**src/hw/rtl/wlr_pkg.sv**
```systemverilog
// shared types, constants and the solver microcode for the regression block
// no dependencies; every rtl file of the block refers to it by scoped names
package wlr_pkg;

  // wide solver word, signed two's complement
  localparam int BW = 200;
  localparam int HW = BW / 2;
  localparam int CW = $clog2(BW + 1);

  // weight of one sample in q4.4, and the weight limit of 2.0
  localparam logic [7:0]  WEIGHT_ONE = 8'd16;
  localparam logic [23:0] WEIGHT_TWO = 24'd32;

  // sample queue between front and back
  localparam int QDEPTH = 4;
  localparam int QAW    = $clog2(QDEPTH);

  // configuration register indexes
  localparam logic CFG_USE_WEIGHT = 1'b0;
  localparam logic CFG_MISSING    = 1'b1;

  // status codes
  localparam logic [2:0] ST_OK      = 3'd0;
  localparam logic [2:0] ST_ZERO_W  = 3'd1;
  localparam logic [2:0] ST_ZERO_VX = 3'd2;
  localparam logic [2:0] ST_ZERO_VY = 3'd3;
  localparam logic [2:0] ST_LOW_W   = 3'd4;

  // one classified sample
  typedef struct packed {
    logic signed [15:0] x;
    logic signed [15:0] y;
    logic [7:0]         w;
    logic               take;
    logic               last;
  } sample_t;

  // head of the queue as seen by the back
  typedef struct packed {
    logic    valid;
    sample_t s;
  } qhead_t;

  // solver operations
  localparam logic [2:0] OP_LOAD  = 3'd0;
  localparam logic [2:0] OP_SUB   = 3'd1;
  localparam logic [2:0] OP_SUBZ  = 3'd2;
  localparam logic [2:0] OP_MUL   = 3'd3;
  localparam logic [2:0] OP_DIVR  = 3'd4;
  localparam logic [2:0] OP_SQRTR = 3'd5;

  // solver register file slots
  localparam logic [3:0] R_W   = 4'd0;
  localparam logic [3:0] R_SX  = 4'd1;
  localparam logic [3:0] R_SY  = 4'd2;
  localparam logic [3:0] R_SXX = 4'd3;
  localparam logic [3:0] R_SYY = 4'd4;
  localparam logic [3:0] R_SXY = 4'd5;
  localparam logic [3:0] R_K2  = 4'd6;
  localparam logic [3:0] R_T1  = 4'd7;
  localparam logic [3:0] R_T2  = 4'd8;
  localparam logic [3:0] R_DXX = 4'd9;
  localparam logic [3:0] R_DYY = 4'd10;
  localparam logic [3:0] R_DXY = 4'd11;
  localparam logic [3:0] R_P   = 4'd12;
  localparam logic [3:0] R_D2  = 4'd13;
  localparam logic [3:0] R_N0  = 4'd14;
  localparam logic [3:0] R_Q   = 4'd15;

  // result taps taken at write-back
  localparam logic [3:0] TAP_NONE  = 4'd0;
  localparam logic [3:0] TAP_DXX   = 4'd1;
  localparam logic [3:0] TAP_DYY   = 4'd2;
  localparam logic [3:0] TAP_DXY   = 4'd3;
  localparam logic [3:0] TAP_SLOPE = 4'd4;
  localparam logic [3:0] TAP_ICPT  = 4'd5;
  localparam logic [3:0] TAP_R2    = 4'd6;
  localparam logic [3:0] TAP_CORR  = 4'd7;
  localparam logic [3:0] TAP_SE    = 4'd8;

  typedef struct packed {
    logic [2:0] op;
    logic [3:0] dst;
    logic [3:0] a;
    logic [3:0] b;
    logic [5:0] sh;
    logic [3:0] tap;
  } ustep_t;

  localparam int NSTEPS = 30;
  localparam int PCW    = $clog2(NSTEPS);
  localparam logic [PCW-1:0] PC_LAST = PCW'(NSTEPS - 1);

  function automatic ustep_t mk(input logic [2:0] op, input logic [3:0] dst,
                                input logic [3:0] a, input logic [3:0] b,
                                input logic [5:0] sh, input logic [3:0] tap);
    ustep_t s;
    s.op  = op;
    s.dst = dst;
    s.a   = a;
    s.b   = b;
    s.sh  = sh;
    s.tap = tap;
    return s;
  endfunction

  // solver program: differences, products, quotients and roots
  function automatic ustep_t ucode(input logic [PCW-1:0] pc);
    ustep_t s;
    case (pc)
      5'd0:  s = mk(OP_LOAD,  R_W,   R_W,   R_W,   6'd0,  TAP_NONE);
      5'd1:  s = mk(OP_LOAD,  R_SX,  R_SX,  R_SX,  6'd0,  TAP_NONE);
      5'd2:  s = mk(OP_LOAD,  R_SY,  R_SY,  R_SY,  6'd0,  TAP_NONE);
      5'd3:  s = mk(OP_LOAD,  R_SXX, R_SXX, R_SXX, 6'd0,  TAP_NONE);
      5'd4:  s = mk(OP_LOAD,  R_SYY, R_SYY, R_SYY, 6'd0,  TAP_NONE);
      5'd5:  s = mk(OP_LOAD,  R_SXY, R_SXY, R_SXY, 6'd0,  TAP_NONE);
      5'd6:  s = mk(OP_LOAD,  R_K2,  R_K2,  R_K2,  6'd0,  TAP_NONE);
      5'd7:  s = mk(OP_MUL,   R_T1,  R_W,   R_SXX, 6'd0,  TAP_NONE);
      5'd8:  s = mk(OP_MUL,   R_T2,  R_SX,  R_SX,  6'd0,  TAP_NONE);
      5'd9:  s = mk(OP_SUB,   R_DXX, R_T1,  R_T2,  6'd0,  TAP_DXX);
      5'd10: s = mk(OP_MUL,   R_T1,  R_W,   R_SYY, 6'd0,  TAP_NONE);
      5'd11: s = mk(OP_MUL,   R_T2,  R_SY,  R_SY,  6'd0,  TAP_NONE);
      5'd12: s = mk(OP_SUB,   R_DYY, R_T1,  R_T2,  6'd0,  TAP_DYY);
      5'd13: s = mk(OP_MUL,   R_T1,  R_W,   R_SXY, 6'd0,  TAP_NONE);
      5'd14: s = mk(OP_MUL,   R_T2,  R_SX,  R_SY,  6'd0,  TAP_NONE);
      5'd15: s = mk(OP_SUB,   R_DXY, R_T1,  R_T2,  6'd0,  TAP_DXY);
      5'd16: s = mk(OP_MUL,   R_P,   R_DXX, R_DYY, 6'd0,  TAP_NONE);
      5'd17: s = mk(OP_MUL,   R_D2,  R_DXY, R_DXY, 6'd0,  TAP_NONE);
      5'd18: s = mk(OP_MUL,   R_T1,  R_SY,  R_SXX, 6'd0,  TAP_NONE);
      5'd19: s = mk(OP_MUL,   R_T2,  R_SX,  R_SXY, 6'd0,  TAP_NONE);
      5'd20: s = mk(OP_SUB,   R_N0,  R_T1,  R_T2,  6'd0,  TAP_NONE);
      5'd21: s = mk(OP_DIVR,  R_T1,  R_DXY, R_DXX, 6'd16, TAP_SLOPE);
      5'd22: s = mk(OP_DIVR,  R_T1,  R_N0,  R_DXX, 6'd8,  TAP_ICPT);
      5'd23: s = mk(OP_DIVR,  R_T1,  R_D2,  R_P,   6'd16, TAP_R2);
      5'd24: s = mk(OP_SQRTR, R_T1,  R_D2,  R_P,   6'd32, TAP_CORR);
      5'd25: s = mk(OP_SUBZ,  R_Q,   R_P,   R_D2,  6'd0,  TAP_NONE);
      5'd26: s = mk(OP_MUL,   R_T1,  R_W,   R_DXX, 6'd0,  TAP_NONE);
      5'd27: s = mk(OP_SUB,   R_T2,  R_W,   R_K2,  6'd0,  TAP_NONE);
      5'd28: s = mk(OP_MUL,   R_T2,  R_T1,  R_T2,  6'd0,  TAP_NONE);
      5'd29: s = mk(OP_SQRTR, R_T1,  R_Q,   R_T2,  6'd16, TAP_SE);
      default: s = mk(OP_LOAD, R_T1, R_T1,  R_T1,  6'd0,  TAP_NONE);
    endcase
    return s;
  endfunction

  // saturate a wide signed word to signed 32 bits
  function automatic logic [31:0] sat_s32(input logic [BW-1:0] v);
    logic [31:0] r;
    if ((&v[BW-1:31]) || !(|v[BW-1:31])) begin
      r = v[31:0];
    end else if (v[BW-1]) begin
      r = 32'h8000_0000;
    end else begin
      r = 32'h7FFF_FFFF;
    end
    return r;
  endfunction

  // saturate a non-negative wide word to unsigned 31 bits
  function automatic logic [30:0] sat_u31(input logic [BW-1:0] v);
    logic [30:0] r;
    if (v[BW-1]) begin
      r = 31'd0;
    end else if (|v[BW-1:31]) begin
      r = 31'h7FFF_FFFF;
    end else begin
      r = v[30:0];
    end
    return r;
  endfunction

endpackage

```
**src/hw/rtl/wlr_front.sv**
```systemverilog
// front end: configuration registers, input beat acceptance and sample classification
// depends on wlr_pkg for the sample type and register indexes
module wlr_front (
  input  logic                clk,
  input  logic                rst_n,
  input  logic                start,
  output logic                busy,
  input  logic signed [15:0]  in_x_value,
  input  logic signed [15:0]  in_y_value,
  input  logic [7:0]          in_weight,
  input  logic                in_last,
  input  logic                cfg_valid,
  output logic                cfg_ready,
  input  logic                cfg_index,
  input  logic [15:0]         cfg_data,
  input  logic                q_full,
  output logic                push,
  output wlr_pkg::sample_t    push_data
);

  logic        use_weight_r;
  logic [15:0] missing_r;

  // configuration writes are always taken
  assign cfg_ready = 1'b1;

  always_ff @(posedge clk) begin
    if (!rst_n) begin
      use_weight_r <= 1'b0;
      missing_r    <= 16'h8000;
    end else if (cfg_valid) begin
      unique case (cfg_index)
        wlr_pkg::CFG_USE_WEIGHT: use_weight_r <= cfg_data[0];
        wlr_pkg::CFG_MISSING:    missing_r    <= cfg_data;
      endcase
    end
  end

  // accept while the queue has room
  assign busy = q_full;
  assign push = start && !q_full;

  // classify: mark missing samples to be skipped, pick the weight
  always_comb begin
    push_data.x    = in_x_value;
    push_data.y    = in_y_value;
    push_data.w    = use_weight_r ? in_weight : wlr_pkg::WEIGHT_ONE;
    push_data.take = (in_x_value != missing_r) && (in_y_value != missing_r);
    push_data.last = in_last;
  end

endmodule

```
**config.mk**
```make
export PLATFORM = sky130hd
export DESIGN_NAME = wlr_front
export DESIGN_NICKNAME = d
export VERILOG_FILES = /design/src/hw/rtl/wlr_pkg.sv /design/src/hw/rtl/wlr_front.sv
export SDC_FILE = /design/constraint.sdc
export NUM_CORES = 1
export LEC_CHECK = 0
export ABC_AREA = 1
export BUFFER_PORTS_ARGS = -buffer_cell sky130_fd_sc_hd__buf_2
export CELL_PAD_IN_SITES_DETAIL_PLACEMENT = 1
export CELL_PAD_IN_SITES_GLOBAL_PLACEMENT = 1
export CORE_UTILIZATION = 25
export CTS_CLUSTER_DIAMETER = 200
export DETAILED_ROUTE_END_ITERATION = 7
export PLACE_DENSITY = 0.9
export SKIP_CTS_REPAIR_TIMING = 1
export SLEW_MARGIN = 25
export SYNTH_ARGS = -nofsm -noshare
export SYNTH_HDL_FRONTEND = slang
export SYNTH_SLANG_ARGS = --single-unit
```
**constraint.sdc**
```tcl
create_clock -name clk -period 1.5 [get_ports clk]
set_clock_uncertainty 0.1 [all_clocks]
set_input_delay 0.45 -clock clk [delete_from_list [all_inputs] [get_ports clk]]
set_output_delay 0.45 -clock clk [all_outputs]
set_load 0.01 [all_outputs]
```
; ---- After elaboration in Yosys (flattened, before gate mapping)
; Index checks and enable logic that the tools add are counted.
[totals]
register_bits = 17
latchBits = 0
ramBits = 0
romBits = 0
input_bits = 63
output_inout_bits = 45
word_cells = 11
mem_count = 0
[op_classes]
n_addsub = 0
n_mul = 0
n_div = 0
order_cmp = 0
eq_ne = 2
shifts = 0
mux = 1
bitwise = 1
reduce_logical = 5
[op_table]
columns = op, count
row1 = $ne A16 B16 Y1, 2
row2 = $mux W8, 1
row3 = $reduce_and A2 Y1, 2
row4 = $logic_and A1 B1 Y1, 2
row5 = $logic_not A1 Y1, 1
row6 = $not A1 Y1, 1

; ---- Logic depth before layout (Yosys ltp)
[depth]
word_depth = 2
ltp_mapped = 9
ltp_nobuf = 9

; ---- Worst setup path after synthesis
; OpenSTA, ideal clock, no wires.
[synth_path]
path_type = input to output
from = input in_y_value[9]
to = output push_data[1] (netlist bit)
arrival_ps = 937
required_ps = 950
path_slack_ps = 13
stages = 9
path_buffers = 0
path_cell_list = inv_1 nand2_1 nand2_1 nor2_1 nand2_1 nor2_2 nand2_1 nand2_1 inv_1
[synth_lines]
columns = item, line_no
row1 = "start, declared", wlr_front.sv:9  ; input logic signed [15:0] in_y_value,
row2 = "end, declared", wlr_front.sv:18  ; output wlr_pkg::sample_t push_data

==> run summary <==
For this design the static power due to leakage is 1.33 nW. The overall routing resource usage came out at 15.0%. The global-route wire length before repair is 7580 um. The total area of sequential cells is 363 um2. The count of H-tree levels built during CTS came out at 1.

In the final design database the tool counted 434 nets. For hold timing, the worst endpoint is missing_r[15]. Setup slack on the worst reg-to-reg path comes out at 0.49 ns. The library cell used most frequently in the layout, excluding fill and tap cells, is nand2_1.

After floorplanning, the core was divided into 28 placement rows. The end of the worst register-to-register path is use_weight_r. The checks that failed: setup timing. The number of clock sinks is 17. The count of pins on the block boundary is 108. In this run the worst setup path begins at missing_r[4].

The maximum number of pins on one net before global-route repair came out at 28. In this design, the critical path's most frequently occurring cell is nand2_1. Clock-pin slew was measured on the worst setup and hold paths at 0.07 ns. The slowest stage of the critical path belongs to the cell dfxtp_1. The post-detailed-route DRC marker count is 0. The share of the clock period used by the worst path is 126%. Subtracting the final worst setup slack from the clock period gives 1.89 ns.

The netlist uses 14 different library cells. The initial antenna violation count came out at 0. The worst hold path class is in2reg.

0 antenna diodes ended up in the layout. The number of cells on the worst hold path came out at 3. Dividing total power by cell area gives a power density of 634 nW/um2. The multi-input gate area in the final layout is 717 um2. TritonCTS built the clock tree. In this run, CTS created clock tree buffers numbering 3.

The initial cell density of the core is 25.9%. In this run the cell area of the synthesized design comes to 1540 um2. The post-route antenna net violation count came out at 0. Across the VDD grid, the largest voltage drop is 253 uV. The total setup violations reported at the end of the flow is 2. The die covers 6490 um2. The maximum number of buffers from clock root to sink is 2.

The run finished, with violations left. The post-detailed-route via-to-cell ratio is 4.12. Walking the worst path, the cells encountered are inv_2 > nand2_1 > nand2_1 > nor2_1 > nand2_1 > nor2_1 > nand2_1 > nand2_1 > inv_1 > buf_2. The top cell types in the final layout, fill and taps aside, are nand2_1 (110), buf_2 (101), inv_1 (45), nor2_1 (18). The number of cells on the worst reg-to-reg path came out at 4. On the worst path, the slowest cell contributes a delay of 0.36 ns. The clock latency at the later pin of the worst-skew pair is 0.25 ns. The number of hold-slack violations in the final timing report is 0.

The number of warnings reported in the yosys synthesis log is 0. The number of cells in the finished layout apart from fillers came out at 445. The fraction of synthesized cell area taken by the top area cell type is 28.0%.

The CTS root buffer is clkbuf_8. The detailed router placed 1834 vias in this run. Counting the fill cells in the layout gives 851. The number of max-slew violations in the final report is 0. The weighted congestion reported at the end of routability-driven placement is 0.714.

Setup repair after global routing could not meet its margin everywhere. Summed over all nets, the half-perimeter wirelength after detailed placement is 3970 um. The required time at the worst-slack endpoint came out at 0.95 ns. The final setup TNS came out at -0.391 ns.

The final layout contains routed wiring with a total length of 4810 um. The highest fanout seen on the critical path is 3. The total of max-cap violations is 0. The sequential share of the synthesized area is 22.0%.

The kind of critical path is reg2out. The placeable core region is 5960 um2. The reg-to-reg critical path startpoint is use_weight_r. The width of the die is 80.6 um. By area the synthesized netlist is led by nand2_1 (28%), dfxtp_1 (22%), buf_4 (17%). Before antenna repair, the detailed router went through 4 iterations. The library cell occupying the most area in the post-synthesis netlist is nand2_1. The number of placed instances with taps included is 439. The cell count after synthesis is 288. The kind of end point of the critical path is an output pin. The flip-flop and latch count after synthesis is 17. The final worst setup slack is -0.390 ns.

In the final layout, the share of cells above drive strength 1 is 43.5%. The average size of a mapped cell came out at 5.36 um2. In this run the most critical hold path is launched from cfg_data[15]. The height of the die is 80.6 um.

The violation count after the first detailed-routing iteration is 23. The worst setup path is launched from a register. The data arrival time of the critical path came out at 1.34 ns. The post-synthesis net count came out at 351. The number of global-route vias before repair came to 1887. The count of port buffers added during placement came out at 104. The post-synthesis to final-layout area growth came out at 36.1%. The total congestion overflow after global routing came out at 0. The highest clock rate is 529 MHz. The average wire length per cell after detail routing is 10.8 um.
## cell usage after synthesis
cell / n
nor2_2: 1
a21oi_1: 16
buf_4: 35
xor2_1: 1
dfxtp_1: 17
inv_2: 9
o21ai_0: 16
clkbuf_1: 2
inv_1: 50
nand2_1: 115
conb_1: 1
nor2_1: 21
buf_2: 3
o211ai_1: 1
## worst max path at each step
| stage | to | slack [ns] | depth (start not counted) |
|---|---|---|---|
| detailed placement | push_data[1] | -0.39 | 11 |
| global placement | push_data[1] | -0.39 | 11 |
| global route | push_data[1] | -0.52 | 10 |
| floorplan | push_data[1] | 0.01 | 9 |
| finish | push_data[1] | -0.39 | 10 |
| CTS | push_data[1] | -0.52 | 10 |
## sequential cells by signal, summed over array words and instances (netlist names)
register / count
missing_r: 16
use_weight_r: 1
## routing by layer
metal  vias to the layer above  part of all wire [%]  global-route usage (%)
met2                        63                    54                    29.9
met1                       804                    41                    16.4
li1                        965                     -                       -
met4                         0                  0.21                    3.57
met3                         2                   4.7                    1.93
met5                         -                     0                       0
## stage by stage
stage	util (%)	power, mW	instance area (um2)	setup WS (ns)	hold slack, ns
detailed placement	33.2	0.966	1980	-0.392	0.389
global route	35.3	1.46	2100	-0.516	0.381
global placement	33.2	0.939	1980	-0.386	0.375
floorplan	-	0.795	1540	0.0131	0.360
CTS	33.9	1.34	2020	-0.516	0.363
finish	35.3	1.33	2100	-0.390	0.367
## kinds of logic (layout without fill, tap and decap cells)
| family | after synthesis | after routing | synth area share [%] |
|---|---|---|---|
| and+or+nand+nor | 137 | 137 | 33.5 |
| buffers and inverters | 99 | 181 | 32.8 |
| AOI/OAI and AO/OA | 33 | 33 | 10.9 |
| DFF | 17 | 17 | 22.0 |
| other | 1 | 1 | 0.243 |
| xor gates and xnor gates | 1 | 1 | 0.567 |
## cell type report
type                       count  share of cell area, %
clock buffer                   3                   1.96
multi-input combinational    172                   34.1
tap                           75                   4.46
sequential                    17                   17.3
timing repair buffer         118                   31.4
inverter                      59                   10.5
clock inverter                 1                  0.238
## power by group
part,switching (mW),internal (mW)
Clock,0.173,0.185
Sequential,0.0284,0.487
Combinational,0.249,0.212
## critical path, delay by kind of cell (launching register included)
kind | cells | cell delay, ns
buf+inv | 3 | 0.20
flops | 1 | 0.36
simple gates | 7 | 0.51
Power figures use the tool's default switching activity.
