===== src/hw/rtl/wlr_pkg.sv =====
// shared types, constants and the solver microcode for the regression block
// no dependencies; every rtl file of the block refers to it by scoped names
package wlr_pkg;

  // wide solver word, signed two's complement
  localparam int BW = 200;
  localparam int HW = BW / 2;
  localparam int CW = $clog2(BW + 1);

  // weight of one sample in q4.4, and the weight limit of 2.0
  localparam logic [7:0]  WEIGHT_ONE = 8'd16;
  localparam logic [23:0] WEIGHT_TWO = 24'd32;

  // sample queue between front and back
  localparam int QDEPTH = 4;
  localparam int QAW    = $clog2(QDEPTH);

  // configuration register indexes
  localparam logic CFG_USE_WEIGHT = 1'b0;
  localparam logic CFG_MISSING    = 1'b1;

  // status codes
  localparam logic [2:0] ST_OK      = 3'd0;
  localparam logic [2:0] ST_ZERO_W  = 3'd1;
  localparam logic [2:0] ST_ZERO_VX = 3'd2;
  localparam logic [2:0] ST_ZERO_VY = 3'd3;
  localparam logic [2:0] ST_LOW_W   = 3'd4;

  // one classified sample
  typedef struct packed {
    logic signed [15:0] x;
    logic signed [15:0] y;
    logic [7:0]         w;
    logic               take;
    logic               last;
  } sample_t;

  // head of the queue as seen by the back
  typedef struct packed {
    logic    valid;
    sample_t s;
  } qhead_t;

  // solver operations
  localparam logic [2:0] OP_LOAD  = 3'd0;
  localparam logic [2:0] OP_SUB   = 3'd1;
  localparam logic [2:0] OP_SUBZ  = 3'd2;
  localparam logic [2:0] OP_MUL   = 3'd3;
  localparam logic [2:0] OP_DIVR  = 3'd4;
  localparam logic [2:0] OP_SQRTR = 3'd5;

  // solver register file slots
  localparam logic [3:0] R_W   = 4'd0;
  localparam logic [3:0] R_SX  = 4'd1;
  localparam logic [3:0] R_SY  = 4'd2;
  localparam logic [3:0] R_SXX = 4'd3;
  localparam logic [3:0] R_SYY = 4'd4;
  localparam logic [3:0] R_SXY = 4'd5;
  localparam logic [3:0] R_K2  = 4'd6;
  localparam logic [3:0] R_T1  = 4'd7;
  localparam logic [3:0] R_T2  = 4'd8;
  localparam logic [3:0] R_DXX = 4'd9;
  localparam logic [3:0] R_DYY = 4'd10;
  localparam logic [3:0] R_DXY = 4'd11;
  localparam logic [3:0] R_P   = 4'd12;
  localparam logic [3:0] R_D2  = 4'd13;
  localparam logic [3:0] R_N0  = 4'd14;
  localparam logic [3:0] R_Q   = 4'd15;

  // result taps taken at write-back
  localparam logic [3:0] TAP_NONE  = 4'd0;
  localparam logic [3:0] TAP_DXX   = 4'd1;
  localparam logic [3:0] TAP_DYY   = 4'd2;
  localparam logic [3:0] TAP_DXY   = 4'd3;
  localparam logic [3:0] TAP_SLOPE = 4'd4;
  localparam logic [3:0] TAP_ICPT  = 4'd5;
  localparam logic [3:0] TAP_R2    = 4'd6;
  localparam logic [3:0] TAP_CORR  = 4'd7;
  localparam logic [3:0] TAP_SE    = 4'd8;

  typedef struct packed {
    logic [2:0] op;
    logic [3:0] dst;
    logic [3:0] a;
    logic [3:0] b;
    logic [5:0] sh;
    logic [3:0] tap;
  } ustep_t;

  localparam int NSTEPS = 30;
  localparam int PCW    = $clog2(NSTEPS);
  localparam logic [PCW-1:0] PC_LAST = PCW'(NSTEPS - 1);

  function automatic ustep_t mk(input logic [2:0] op, input logic [3:0] dst,
                                input logic [3:0] a, input logic [3:0] b,
                                input logic [5:0] sh, input logic [3:0] tap);
    ustep_t s;
    s.op  = op;
    s.dst = dst;
    s.a   = a;
    s.b   = b;
    s.sh  = sh;
    s.tap = tap;
    return s;
  endfunction

  // solver program: differences, products, quotients and roots
  function automatic ustep_t ucode(input logic [PCW-1:0] pc);
    ustep_t s;
    case (pc)
      5'd0:  s = mk(OP_LOAD,  R_W,   R_W,   R_W,   6'd0,  TAP_NONE);
      5'd1:  s = mk(OP_LOAD,  R_SX,  R_SX,  R_SX,  6'd0,  TAP_NONE);
      5'd2:  s = mk(OP_LOAD,  R_SY,  R_SY,  R_SY,  6'd0,  TAP_NONE);
      5'd3:  s = mk(OP_LOAD,  R_SXX, R_SXX, R_SXX, 6'd0,  TAP_NONE);
      5'd4:  s = mk(OP_LOAD,  R_SYY, R_SYY, R_SYY, 6'd0,  TAP_NONE);
      5'd5:  s = mk(OP_LOAD,  R_SXY, R_SXY, R_SXY, 6'd0,  TAP_NONE);
      5'd6:  s = mk(OP_LOAD,  R_K2,  R_K2,  R_K2,  6'd0,  TAP_NONE);
      5'd7:  s = mk(OP_MUL,   R_T1,  R_W,   R_SXX, 6'd0,  TAP_NONE);
      5'd8:  s = mk(OP_MUL,   R_T2,  R_SX,  R_SX,  6'd0,  TAP_NONE);
      5'd9:  s = mk(OP_SUB,   R_DXX, R_T1,  R_T2,  6'd0,  TAP_DXX);
      5'd10: s = mk(OP_MUL,   R_T1,  R_W,   R_SYY, 6'd0,  TAP_NONE);
      5'd11: s = mk(OP_MUL,   R_T2,  R_SY,  R_SY,  6'd0,  TAP_NONE);
      5'd12: s = mk(OP_SUB,   R_DYY, R_T1,  R_T2,  6'd0,  TAP_DYY);
      5'd13: s = mk(OP_MUL,   R_T1,  R_W,   R_SXY, 6'd0,  TAP_NONE);
      5'd14: s = mk(OP_MUL,   R_T2,  R_SX,  R_SY,  6'd0,  TAP_NONE);
      5'd15: s = mk(OP_SUB,   R_DXY, R_T1,  R_T2,  6'd0,  TAP_DXY);
      5'd16: s = mk(OP_MUL,   R_P,   R_DXX, R_DYY, 6'd0,  TAP_NONE);
      5'd17: s = mk(OP_MUL,   R_D2,  R_DXY, R_DXY, 6'd0,  TAP_NONE);
      5'd18: s = mk(OP_MUL,   R_T1,  R_SY,  R_SXX, 6'd0,  TAP_NONE);
      5'd19: s = mk(OP_MUL,   R_T2,  R_SX,  R_SXY, 6'd0,  TAP_NONE);
      5'd20: s = mk(OP_SUB,   R_N0,  R_T1,  R_T2,  6'd0,  TAP_NONE);
      5'd21: s = mk(OP_DIVR,  R_T1,  R_DXY, R_DXX, 6'd16, TAP_SLOPE);
      5'd22: s = mk(OP_DIVR,  R_T1,  R_N0,  R_DXX, 6'd8,  TAP_ICPT);
      5'd23: s = mk(OP_DIVR,  R_T1,  R_D2,  R_P,   6'd16, TAP_R2);
      5'd24: s = mk(OP_SQRTR, R_T1,  R_D2,  R_P,   6'd32, TAP_CORR);
      5'd25: s = mk(OP_SUBZ,  R_Q,   R_P,   R_D2,  6'd0,  TAP_NONE);
      5'd26: s = mk(OP_MUL,   R_T1,  R_W,   R_DXX, 6'd0,  TAP_NONE);
      5'd27: s = mk(OP_SUB,   R_T2,  R_W,   R_K2,  6'd0,  TAP_NONE);
      5'd28: s = mk(OP_MUL,   R_T2,  R_T1,  R_T2,  6'd0,  TAP_NONE);
      5'd29: s = mk(OP_SQRTR, R_T1,  R_Q,   R_T2,  6'd16, TAP_SE);
      default: s = mk(OP_LOAD, R_T1, R_T1,  R_T1,  6'd0,  TAP_NONE);
    endcase
    return s;
  endfunction

  // saturate a wide signed word to signed 32 bits
  function automatic logic [31:0] sat_s32(input logic [BW-1:0] v);
    logic [31:0] r;
    if ((&v[BW-1:31]) || !(|v[BW-1:31])) begin
      r = v[31:0];
    end else if (v[BW-1]) begin
      r = 32'h8000_0000;
    end else begin
      r = 32'h7FFF_FFFF;
    end
    return r;
  endfunction

  // saturate a non-negative wide word to unsigned 31 bits
  function automatic logic [30:0] sat_u31(input logic [BW-1:0] v);
    logic [30:0] r;
    if (v[BW-1]) begin
      r = 31'd0;
    end else if (|v[BW-1:31]) begin
      r = 31'h7FFF_FFFF;
    end else begin
      r = v[30:0];
    end
    return r;
  endfunction

endpackage


===== src/hw/rtl/wlr_queue.sv =====
// short sample queue between front and back
// depends on wlr_pkg for the sample type and depth
module wlr_queue (
  input  logic               clk,
  input  logic               rst_n,
  input  logic               push,
  input  wlr_pkg::sample_t   push_data,
  input  logic               pop,
  output logic               full,
  output wlr_pkg::qhead_t    head
);

  wlr_pkg::sample_t         mem_r [wlr_pkg::QDEPTH];
  logic [wlr_pkg::QAW-1:0]  wr_ptr_r;
  logic [wlr_pkg::QAW-1:0]  rd_ptr_r;
  logic [wlr_pkg::QAW:0]    count_r;
  logic                     do_pop;

  assign full    = (count_r == (wlr_pkg::QAW+1)'(wlr_pkg::QDEPTH));
  assign do_pop  = pop && (count_r != '0);

  // head entry
  assign head.valid = (count_r != '0);
  assign head.s     = mem_r[rd_ptr_r];

  // storage
  always_ff @(posedge clk) begin
    if (push) begin
      mem_r[wr_ptr_r] <= push_data;
    end
  end

  // pointers and fill level
  always_ff @(posedge clk) begin
    if (!rst_n) begin
      wr_ptr_r <= '0;
      rd_ptr_r <= '0;
      count_r  <= '0;
    end else begin
      if (push) begin
        wr_ptr_r <= wr_ptr_r + 1'b1;
      end
      if (do_pop) begin
        rd_ptr_r <= rd_ptr_r + 1'b1;
      end
      if (push && !do_pop) begin
        count_r <= count_r + 1'b1;
      end else if (!push && do_pop) begin
        count_r <= count_r - 1'b1;
      end
    end
  end

endmodule


===== config.mk =====
export PLATFORM = sky130hd
export DESIGN_NAME = wlr_queue
export DESIGN_NICKNAME = d
export VERILOG_FILES = /design/src/hw/rtl/wlr_pkg.sv /design/src/hw/rtl/wlr_queue.sv
export SDC_FILE = /design/constraint.sdc
export NUM_CORES = 1
export LEC_CHECK = 0
export BUFFER_PORTS_ARGS = -buffer_cell sky130_fd_sc_hd__buf_2
export CAP_MARGIN = 20
export CORE_ASPECT_RATIO = 1.4
export CORE_MARGIN = 4
export CORE_UTILIZATION = 58
export CTS_BUF_LIST = sky130_fd_sc_hd__clkbuf_8
export DETAILED_ROUTE_END_ITERATION = 8
export GPL_TIMING_DRIVEN = 0
export HOLD_SLACK_MARGIN = 0.1
export PLACE_DENSITY_LB_ADDON = 0.05
export SLEW_MARGIN = 40
export SYNTH_ARGS = -nofsm -noshare
export SYNTH_HDL_FRONTEND = slang
export SYNTH_SLANG_ARGS = --single-unit

===== constraint.sdc =====
create_clock -name clk -period 5.25 [get_ports clk]
set_input_delay 1.3125 -clock clk [delete_from_list [all_inputs] [get_ports clk]]
set_output_delay 1.3125 -clock clk [all_outputs]
set_load 0.02 [all_outputs]

# [Word-level counts from Yosys, hierarchy flattened]
# Memory sizes are Yosys's and may differ from the RTL's. A register that Yosys moved wholly into a read port is not among the register bits.
# Index checks and enable logic that the tools add are counted.
# Widths: inputs -> output; s select.
[totals] register_bits=7 ramBits=168 inputBits=46 out_inout_bits=44 wordCells=22 memories=1
[mem_list] name="mem_r" depth=4 width=42 rd=1 rd_ports_with_merged_regs=1 write_ports=1 line="wlr_queue.sv:13" text="wlr_pkg::sample_t mem_r [wlr_pkg::QDEPTH];"
[op_classes] addsub=4 eq_ne=1 mux=6 reduce_logical=7
[ops] cell="$mux 3" count=2
[ops] cell="$add 2x1->2 const B" count=2
[ops] cell="$mux 2" count=2
[ops] cell="$add 3x1->3 const B" count=1
[ops] cell="$eq 3x3->1 const B" count=1
[ops] cell="$logic_and 1x1->1" count=3
[ops] cell="$reduce_bool 3->1" count=1
[ops] cell="$sub 3x1->3 const B" count=1
[ops] cell="$logic_not 1->1" count=2
[ops] cell="$mux 1" count=2
[ops] cell="$reduce_bool 2->1" count=1

# [Longest topological paths before layout]
# Gate-level depths: netlist of the first run.
[depth] ltp_word=5 mapped_depth=7

# [Worst setup path before layout of the first run]
# Ideal clock, no wire load.
[synth_path] path_type="input port to flip-flop" start="in push" end="mem mem_r[0][0] (netlist bit) (enable)" setup_ps=403 arrival_ps=2329 required_ps=4847 setup_slack_ps=2518 cell_stages=1 path_cell_list="and2_1"
[synth_via] elab_chain_len=2
[synth_rtl] item="start: declaration" line="wlr_queue.sv:6" text="input logic push,"
[synth_rtl] item="$mux 1" line="wlr_queue.sv:28" text="if (push) begin"
[synth_rtl] item="$mux 1 (not written as such)" line="wlr_queue.sv:29" text="mem_r[wr_ptr_r] <= push_data;"
[synth_rtl] item="end: declaration" line="wlr_queue.sv:13"
# Every way passes these cells.

==> results of run 1 <==
power breakdown:
group / switching (mW) / internal (mW) / total, mW
combinational: 0.477 / 0.445 / 0.922
clock: 0.433 / 0.554 / 0.987
sequential: 0.0373 / 1.63 / 1.67
total: 0.947 / 2.63 / 3.57
cells by family (layout without fill, tap and decap cells):
group                      after synthesis  count (layout)
buffers and inverters                   13             135
muxes                                   44              44
DFF                                    177             177
and+or+nand+nor                         14              14
AOI/OAI and AO/OA                        4               4
adders and majority gates                6               6
xor gates and xnor gates                 5               5
worst max-delay path, stage by stage, from the launching register on:
cell and delay (ps):
sky130_fd_sc_hd__dfxtp_1 310, sky130_fd_sc_hd__clkbuf_1 220, sky130_fd_sc_hd__buf_2 330, sky130_fd_sc_hd__mux4_2 360, sky130_fd_sc_hd__buf_2 180
path summary, 6_finish.rpt:
| check | startpoint | to | slack, ps | depth (start not counted) |
|---|---|---|---|---|
| worst max-delay path | flop | head[17] | 2110 | 4 |
| worst min-delay path | wr_ptr_r[1] | wr_ptr_r[1] | 570 | 2 |
| worst max register to register | count_r[1] | count_r[2] | 3180 | 7 |
| worst min register to register | wr_ptr_r[1] | wr_ptr_r[1] | 570 | 2 |
through the flow:
step	area, sq um	total power [mW]	setup slack, ps	utilization, %
3_5_place_dp	7300	2.64	2380	66.5
6_report	7730	3.57	2110	70.4
4_1_cts	7730	3.62	2040	70.4
2_1_floorplan	6590	2.38	2520	-
5_1_grt	7730	3.75	1920	70.4
3_3_place_gp	7210	2.62	1560	65.7
state kept, by name, indices dropped and copies added (netlist names), named ones only:
| signal | count |
|---|---|
| mem_r | 168 |
| rd_ptr_r | 2 |
| count_r | 3 |
| wr_ptr_r | 2 |
layout by cell type (no fill, tap or decap), drive strengths merged:
cell        n
a21boi      1
and2        9
buf       102
bufinv      5
clkbuf     18
clkinv      3
clkinvlp    3
dfxtp       9
edfxtp    168
fa          1
ha          5
inv         4
mux2i       2
mux4       42
nor2b       2
nor3b       1
o21ai       1
o311ai      1
o31ai       1
or3         2
xnor2       3
xor2        2
layout make-up:
cell class                 count  area, sq um
inverter                       3         11.3
fill                         675         3250
timing repair buffer          93          526
buffer                        10          115
multi-input combinational     73         1250
clock inverter                12          194
clock buffer                  17          234
sequential                   177         5230
tap                          141          176
layer usage:
| layer | vias up | GRT usage [%] | share of wire [%] |
|---|---|---|---|
| met5 | - | 0 | 0.11 |
| met4 | 2 | 6.70 | 1.4 |
| met3 | 14 | 5.10 | 5.1 |
| met2 | 79 | 28.6 | 54 |
| met1 | 1520 | 22.0 | 39 |
| li1 | 1326 | - | - |
==> results list, run 1 <==
* Combinational family with the most area after synthesis: multiplexers
- Number of setup buffers added after CTS: 0
* Critical path class: flop to output port
- Initial antenna violation count: 1
* Setup crit end kind: output port
* Synthesized area divided by synthesized cell count: 25.1 sq um
* Overall fraction of global-route tracks in use: 17.4%
- Most frequent cell after synthesis: sky130_fd_sc_hd__edfxtp_1
- The repair_antennas step left the layout with diodes totalling 0.
- XOR/XNOR Fraction of Synth Area: 0.665%
- The cell sitting at the root of the clock tree is a sky130_fd_sc_hd__clkbuf_8.
- Critical path arrival: 1830 ps
* Area of the die: 13200 sq um
- Of the total synthesized cell area, the portion taken by AND, OR, NAND and NOR gates is 1.35%.
* # Max-Cap Violations: 0
- Count of TritonRoute iterations in the first routing pass: 4
- From synthesis to final layout, the design area changed by 17.3%.
- Per-cell via count in the routed design: 5.59
* Avg WL per Cell: 19.9 um
* Final-layout setup total negative slack: 0 ps
- In this run the remaining antenna-violating nets after routing total 0.
- CP Launch Type: flop
- The first global-routing pass estimated 16700 um of wire.
- Required time of the critical path: 3940 ps
- Of the total synthesized cell area, the portion taken by full adders, half adders and majority gates is 1.25%.
- Clock tree synthesis inserted a total of 17 buffers.
* Maximum buffer depth of the clock tree: 2
* Core outline area: 11000 sq um
- In this run the biggest area consumer among cell types represents 76.6% of the synthesized area.
* Layout cells sized above 1: 45.5%
- The synthesized netlist contains 22 unique library cells.
* Post-synth ARST share: 0%
* Total number of placement rows: 45
- Summed over all layers, the global routing overflow is 0.
- Ratio of final minimum period to clock period: 59.8%
- Largest fanout on the critical path: 10
- The clock drives 177 sinks.
- Clock latency reported for the late side of the worst-skew pair: 430 ps
* Peak clock frequency supported by timing: 318 MHz
- Number of global-route vias before repair: 3122
* Transition time at the pin with the least slew margin: 339 ps
- Entering global routing, the biggest net connects 29 pins.
- The final layout contains 427 nets.
* Via total after detailed routing: 2941
* Max-slew violation count: 0
* Complex-gate fraction of the synthesized area: 0.759%
- Hold slack final: 566 ps
- The die is 134 um tall.
- In this run, placement finished with an instance count of 497.
- After detailed routing, the total wire length is 10400 um.
* Total setup violations reported at the end of the flow: 0
- Yosys attributes the largest share of cell area to sky130_fd_sc_hd__edfxtp_1, sky130_fd_sc_hd__mux4_2, sky130_fd_sc_hd__dfxtp_1.
- Ranked by instance count, the synthesized netlist is headed by sky130_fd_sc_hd__edfxtp_1, sky130_fd_sc_hd__mux4_2, sky130_fd_sc_hd__and2_1, sky130_fd_sc_hd__dfxtp_1, sky130_fd_sc_hd__ha_1.
* Floorplan die width: 98.1 um
- Input and output buffers added on the ports amount to 89.
- Post-CTS repair changed the size of 0 cells.
- Flop and latch count out of synthesis: 177
- LEAKAGE: 2.63 nW
* Clock-pin slew on the worst setup and hold paths: 80 ps
- At the end of routability-driven placement, the weighted congestion stood at 0.694.
- For this run, the leading register cell type out of synthesis is sky130_fd_sc_hd__edfxtp_1.
* Mux contribution to synthesized area: 14.8%
* Power per cell area: 462 nW/um^2
* Portion of the post-synthesis area used by sequential elements: 79.3%
* Final critical-path required period: 3140 ps
- The initial utilization of the core area, before any placement, comes to 60.0%.
* Iteration-0 DRC Markers: 141
* Number of enable flip-flop cells after synthesis: 168
- Total half-perimeter wirelength after legalization and detailed placement: 6650 um
- Number of hold violations in the final report: 0
- H-Tree Depth: 4
* Mapped cell area: 6590 sq um
- For this run, the number of standard cells in the final layout without fillers is 526.
* Class of the most critical hold timing path: flop to flop
* RSZ-0062 raised after global routing: no
- Maximum vdd ir drop: 223 uV
* Post-synthesis cell type with the largest combined area: sky130_fd_sc_hd__edfxtp_1
- I/O pin count: 90
- Synth Warn #: 0
- In the routed design, unresolved DRC markers number 0.
* Status: finished, final reports clean
- Synthesized netlist cell count: 263
* CTS Hold Buffers Added: 0
* Worst max-slew margin expressed relative to the limit: 77.4%
* Nets in the synthesized netlist: 315
- Across the routed clock network, the largest skew measured is 7.02 ps.
- TritonCTS built the clock tree.
Power figures use the tool's default switching activity.
==> run 2: changes to the inputs <==
- CORE_UTILIZATION: 58 -> 53
- clock period: 5.25 -> 2.7 ns (I/O delays scaled with it)
==> results list, run 2 (same netlist as run 1, synthesis figures left out) <==
* Clock-pin slew on the worst setup and hold paths: 90 ps (about the same)
* # Max-Cap Violations: 0 (unchanged)
- Clk Tree Root Cell: sky130_fd_sc_hd__clkbuf_8
* RSZ-0062 raised after global routing: yes
* Most frequent standard cell in the layout excluding fill and tap cells: sky130_fd_sc_hd__edfxtp_1
- Max-slew violation count: 0 (unchanged)
- The top cell types in the final layout, fill and taps aside, are sky130_fd_sc_hd__edfxtp_1, sky130_fd_sc_hd__buf_2, sky130_fd_sc_hd__mux4_2.
- Critical path arrival: 1890 ps (+60 ps)
- Placer Congestion: 0.662 (-4.6%)
- Traced cell by cell, the critical path runs through clkbuf_1, buf_2, mux4_2, buf_2.
- Per-cell via count in the routed design: 5.50 (-1.6%)
- Counting flops per register, the top entry is mem_r.
- Maximum number of pins on one net before global-route repair: 35 (+21%)
- The instance area after placement is 7310 sq um (+0.10%).
- The number of rows in the core area was 47 (+4.4%).
* Initial antenna violation count: 0 (-1)
- The H-tree level count came to 4 (unchanged).
* Cell family contributing the most delay on the critical path: buffers and inverters
- The worst register-to-register path ends at count_r[2].
- Iteration-0 DRC Markers: 150 (+6.4%)
- LEAKAGE: 2.66 nW (+0.96%)
- Clock latency reported for the late side of the worst-skew pair: 430 ps (about the same)
* CTS Hold Buffers Added: 0 (unchanged)
- The layout cell share with drive strength beyond 1 was 46.1% (+0.68 points).
- The number of nets with antenna violations after detailed routing was 0 (unchanged).
* Total setup violations reported at the end of the flow: 0 (unchanged)
- Worst max-slew margin expressed relative to the limit: 76.3% (-1.1 points)
- The aggregate global-route resource usage came to 16.5% (-0.86 points).
- Slack of the worst reg-to-reg path: 640 ps (-2540 ps)
- Class of the most critical hold timing path: input pin to flop
- Buffer and inverter count on the worst path: 3 (unchanged)
- Worst Hold Path Cells: 1 (-1)
- The maximum root-to-sink buffer count is 2 (unchanged).
- Status: finished, final reports clean
- Among all stages on the critical path, the largest delay is contributed by sky130_fd_sc_hd__mux4_2.
* Total placed cells including tap cells: 503 (+1.2%)
- The power density over cell area is 912 nW/um^2 (+97%).
* Count of TritonRoute iterations in the first routing pass: 4 (unchanged)
- CP Launch Type: flop
* Total of cells resized after clock tree synthesis: 0 (unchanged)
* Required time of the critical path: 2030 ps (-1910 ps)
- Cts bufs inserted: 17 (unchanged)
- The post-layout net count came to 427 (unchanged).
- The non-filler instance count after layout was 535 (+1.7%).
- The worst hold path begins at push_data[12].
* Transition time at the pin with the least slew margin: 355 ps (+16.0 ps)
* Path depth of the worst reg2reg path: 7 (unchanged)
- Peak clock frequency supported by timing: 390 MHz
- Final critical-path required period: 2560 ps
- The clock skew after layout came to 10.7 ps (+3.67 ps).
- Core outline area: 12000 sq um (+9.3%)
- Total half-perimeter wirelength after legalization and detailed placement: 7190 um (+8.1%)
- The final instance area came to 7770 sq um (+0.53%).
* TritonCTS clock tree: built
- Slowest Stage Delay on Critical Path: 360 ps (about the same)
* Maximum vdd ir drop: 485 uV (+120%)
- Starting utilization of the core area: 54.9% (-5.1 points)
* Number of hold violations in the final report: 0 (unchanged)
* Number of setup buffers added after CTS: 0 (unchanged)
- The wire length of the first global-routing pass came to 17100 um (+2.3%).
* Hold slack final: 443 ps (-123 ps)
* Total power draw: 7.09 mW (+98%)
- Compared with the post-synthesis result, the final layout area differs by 17.9%.
- Cell repeated most along the worst path: sky130_fd_sc_hd__buf_2
- The largest driver fanout on the critical path is 10 (unchanged).
* Top flop regs: mem_r x168, count_r x3
- The number of flip-flops in the largest register is 168 (unchanged).
* Final routed DRC violation total: 0 (unchanged)
* Area of the die: 14300 sq um (+8.7%)
- Count of buffers inserted at the top-level ports: 89 (unchanged)
- The chip height is 140 um (+4.3%).
- Clock sink total: 177 (unchanged)
- The sum of overflow across all layers after global routing came to 0 (unchanged).
- The sum of routed wire length over all layers is 11000 um (+5.6%).
- Stages on the worst setup path: 4 (unchanged)
- The chip width is 102 um (+4.2%).
- The setup path with the least slack is of type flop to output port.
- In this run the critical register-to-register path is launched from count_r[1].
- Number of global-route vias before repair: 3220 (+3.1%)
- The total via count in the routed design came to 2944 (+0.10%).
- The antenna cell count is 0 (unchanged).
- The count of boundary I/O pins came to 90 (unchanged).
- The worst hold path terminates at mem_r[2][12].
- Setup crit end kind: output port
- Avg WL per Cell: 20.6 um (+3.8%)
* Ratio of final minimum period to clock period: 95.0%
run 2: where the power goes:
part	switching [mW]	internal [mW]	total, mW
clock	0.927	1.12	2.04
sequential	0.0706	3.17	3.24
combinational	0.945	0.864	1.81
run 2: how the worst max path moves through the flow:
| stage | end | startpoint |
|---|---|---|
| floorplan | mem_r[0][0] | push |
| global placement | mem_r[1][41] | push |
| detailed placement | count_r[2] | pop |
| CTS | head[32] | flop |
| global route | head[32] | flop |
| finish | head[32] | flop |
run 2: layout make-up:
type                    instances  area (sq um)
inverters                       3          11.3
flip-flops and latches        177          5230
multi-input cells              73          1250
clock inverters                15           228
plain buffers                  10           115
well taps                     147           184
clock buffers                  17           234
fillers                       860          4230
repair buffers                 93           526
run 2: worst register-to-register path, delay by kind of cell (launching register included):
| family | cells | cell delay, ps |
|---|---|---|
| buffers and inverters | 1 | 60 |
| xor gates and xnor gates | 1 | 180 |
| AOI/OAI and AO/OA | 2 | 460 |
| and+or+nand+nor | 1 | 310 |
| adders and majority gates | 2 | 590 |
| DFF | 1 | 400 |
run 2: routing by layer:
metal | GRT usage, % | part of all wire [%]
met3 | 5.77 | 6.7
met1 | 20.0 | 38
met2 | 27.9 | 54
met5 | 0 | 0
met4 | 4.77 | 0.92
run 2: per-stage QoR:
step                setup slack, ps  util, %  TNS, ps
floorplan                       605        -        0
global placement               -428     60.2   -68220
finish                          136     64.8        0
detailed placement              454     60.9        0
global route                  -20.1     64.8     -111
CTS                            35.6     64.8        0
==> run 3: changes to the inputs <==
- RECOVER_POWER: default -> 25
==> results list, run 3 (same netlist as run 1, synthesis figures left out) <==
* Sum of routed wire length over all layers: 11000 um (about the same)
- The via count of the first global-routing pass was 3220 (unchanged).
- The run finished with clean final reports.
* Core outline area: 12000 sq um (unchanged)
- The number of flip-flops in the largest register was 168 (unchanged).
* Cells traversed along the worst timing path: clkbuf_1, buf_2, mux4_2, buf_2
- The required time of the critical path came to 2030 ps (about the same).
* CTS Hold Buffers Added: 0 (unchanged)
- The worst setup path is of the flop to output port kind.
- The number of buffers created by CTS was 17 (unchanged).
- The layout cell share with drive strength beyond 1 came to 39.4% (-6.7 points).
- The number of antenna violations at the first check in global routing was 0 (unchanged).
- Floorplan die width: 102 um (unchanged)
- The aggregate global-route resource usage was 16.5% (unchanged).
* LEAKAGE: 2.59 nW (-2.7%)
* Maximum number of pins on one net before global-route repair: 35 (unchanged)
- Largest fanout on the critical path: 10 (unchanged)
- Total power draw: 7.09 mW (about the same)
- The total DRC errors in the routed layout was 0 (unchanged).
* Transition time at the pin with the least slew margin: 355 ps (-0.529 ps)
- The number of rows in the core area came to 47 (unchanged).
- Vert. Die Dim: 140 um (unchanged)
* CP max-delay cell: sky130_fd_sc_hd__mux4_2
- Max-slew violation count: 0 (unchanged)
* Setup crit end kind: output port
- # Max-Cap Violations: 0 (unchanged)
* Register with the most flip-flops: mem_r
- Final critical-path required period: 2560 ps (+0.581 ps)
- Slowest Stage Delay on Critical Path: 360 ps (about the same)
- Cell repeated most along the worst path: sky130_fd_sc_hd__buf_2
- The number of cells in the design after placement was 503 (unchanged).
* Commonest cells after routing, fill and taps aside: sky130_fd_sc_hd__edfxtp_1, sky130_fd_sc_hd__buf_2, sky130_fd_sc_hd__mux4_2
* Count of TritonRoute iterations in the first routing pass: 4 (unchanged)
- Non-filler cells in the finished layout: 535 (unchanged)
- Clock latency reported for the late side of the worst-skew pair: 430 ps (about the same)
* Placer Congestion: 0.662 (unchanged)
- Power per cell area: 916 nW/um^2 (+0.38%)
* Top flop regs: mem_r x168, count_r x3
- Area Overhead vs Synth: 17.4%
- STA classifies the critical path startpoint as a flop.
- Buffer and inverter count on the worst path: 3 (unchanged)
* Total setup violations reported at the end of the flow: 0 (unchanged)
- Wire length of the first global-routing pass: 17100 um (unchanged)
* Clock sink total: 177 (unchanged)
* Ratio of final minimum period to clock period: 95.0% (about the same)
- TritonCTS clock tree: built
- Critical path arrival: 1890 ps (about the same)
- Clock-pin slew on the worst setup and hold paths: 90 ps (about the same)
* Maximum buffer depth of the clock tree: 2 (unchanged)
- Per-cell via count in the routed design: 5.55 (+0.88%)
- Cell family contributing the most delay on the critical path: buffers and inverters
- The clock skew after layout came to 10.2 ps (-0.469 ps).
- Share of the core filled with cells: 64.5% (-0.27 points)
* Area of the die: 14300 sq um (unchanged)
* Number of antenna repair diodes: 0 (unchanged)
- CTS placed an instance of sky130_fd_sc_hd__clkbuf_8 at the clock tree root.
- Number of hold violations in the final report: 0 (unchanged)
- The initial core utilization is 54.9% (unchanged).
- Global route overflow: 0 (unchanged)
- Setup repair after global routing could not meet its margin everywhere.
- Iteration-0 DRC Markers: 146 (-2.7%)
* Maximum vdd ir drop: 511 uV (+5.4%)
* Via total after detailed routing: 2970 (+0.88%)
- Avg WL per Cell: 20.6 um (about the same)
* Most frequent standard cell in the layout excluding fill and tap cells: sky130_fd_sc_hd__edfxtp_1
- In this run the worst hold path is classified as input pin to flop.
- The H-tree level count is 4 (unchanged).
- Total half-perimeter wirelength after legalization and detailed placement: 7190 um (unchanged)
- I/O pin count: 90 (unchanged)
* Peak clock frequency supported by timing: 390 MHz (about the same)
* Worst max-slew margin expressed relative to the limit: 76.4% (about the same)
- Count of buffers inserted at the top-level ports: 89 (unchanged)
* Slack of the critical path: 136 ps (-0.581 ps)
- Filler instances: 868 (+0.93%)
- Final ANT Viol Nets: 0 (unchanged)
* Setup WS pre-CTS: 454 ps (unchanged)
- The post-layout net count was 427 (unchanged).
- The final sum of negative setup slack was 0 ps (unchanged).
[run 3: routing by layer]
metal	GRT usage [%]	routed length, um	vias up
met1	20.0	4300	1544
met3	5.77	694	8
met2	27.9	5940	86
met4	4.77	105	0
li1	-	-	1332
met5	0	0	-
[run 3: area by class of cell]
cell class | instances | area, sq um | area share, %
timing repair buffer | 93 | 493 | 6.37
clock inverter | 15 | 228 | 2.94
tap | 147 | 184 | 2.38
inverter | 3 | 11.3 | 0.146
buffer | 10 | 115 | 1.49
clock buffer | 17 | 234 | 3.02
sequential | 177 | 5230 | 67.5
multi-input combinational | 73 | 1250 | 16.1
[run 3: final timing paths]
check,startpoint,to,slack [ps],cells after the start
max,flop,head[32],140,4
min,push_data[33],mem_r[1][33],450,1
max reg2reg,count_r[1],count_r[2],640,7
min reg2reg,count_r[2],count_r[2],580,2
[run 3: per-stage QoR]
stage | hold WS (ps) | area, sq um
3_5_place_dp | 573 | 7310
3_3_place_gp | 552 | 7220
5_1_grt | 433 | 7740
6_report | 451 | 7740
2_1_floorplan | 528 | 6590
4_1_cts | 409 | 7770
[run 3: what timing repair did]
item | CTS | global route
hold endpoints to repair | 0 | 0
resized for setup | 0 | 0
endpoints found under the setup margin | 0 | 11
setup buffers | 0 | 0
[run 3: where the power goes]
group | leakage (nW) | internal, mW | switching [mW]
Clock | 0.234 | 1.12 | 0.929
Sequential | 1.62 | 3.17 | 0.0709
Combinational | 0.738 | 0.858 | 0.946
[run 3: worst reg2reg max path, stage by stage, from the launching register on]
cell                       delay (ps)
sky130_fd_sc_hd__dfxtp_1          400
sky130_fd_sc_hd__o31ai_4          300
sky130_fd_sc_hd__ha_1             220
sky130_fd_sc_hd__inv_1             60
sky130_fd_sc_hd__fa_1             370
sky130_fd_sc_hd__xor2_1           180
sky130_fd_sc_hd__or3_1            310
sky130_fd_sc_hd__a21boi_0         160
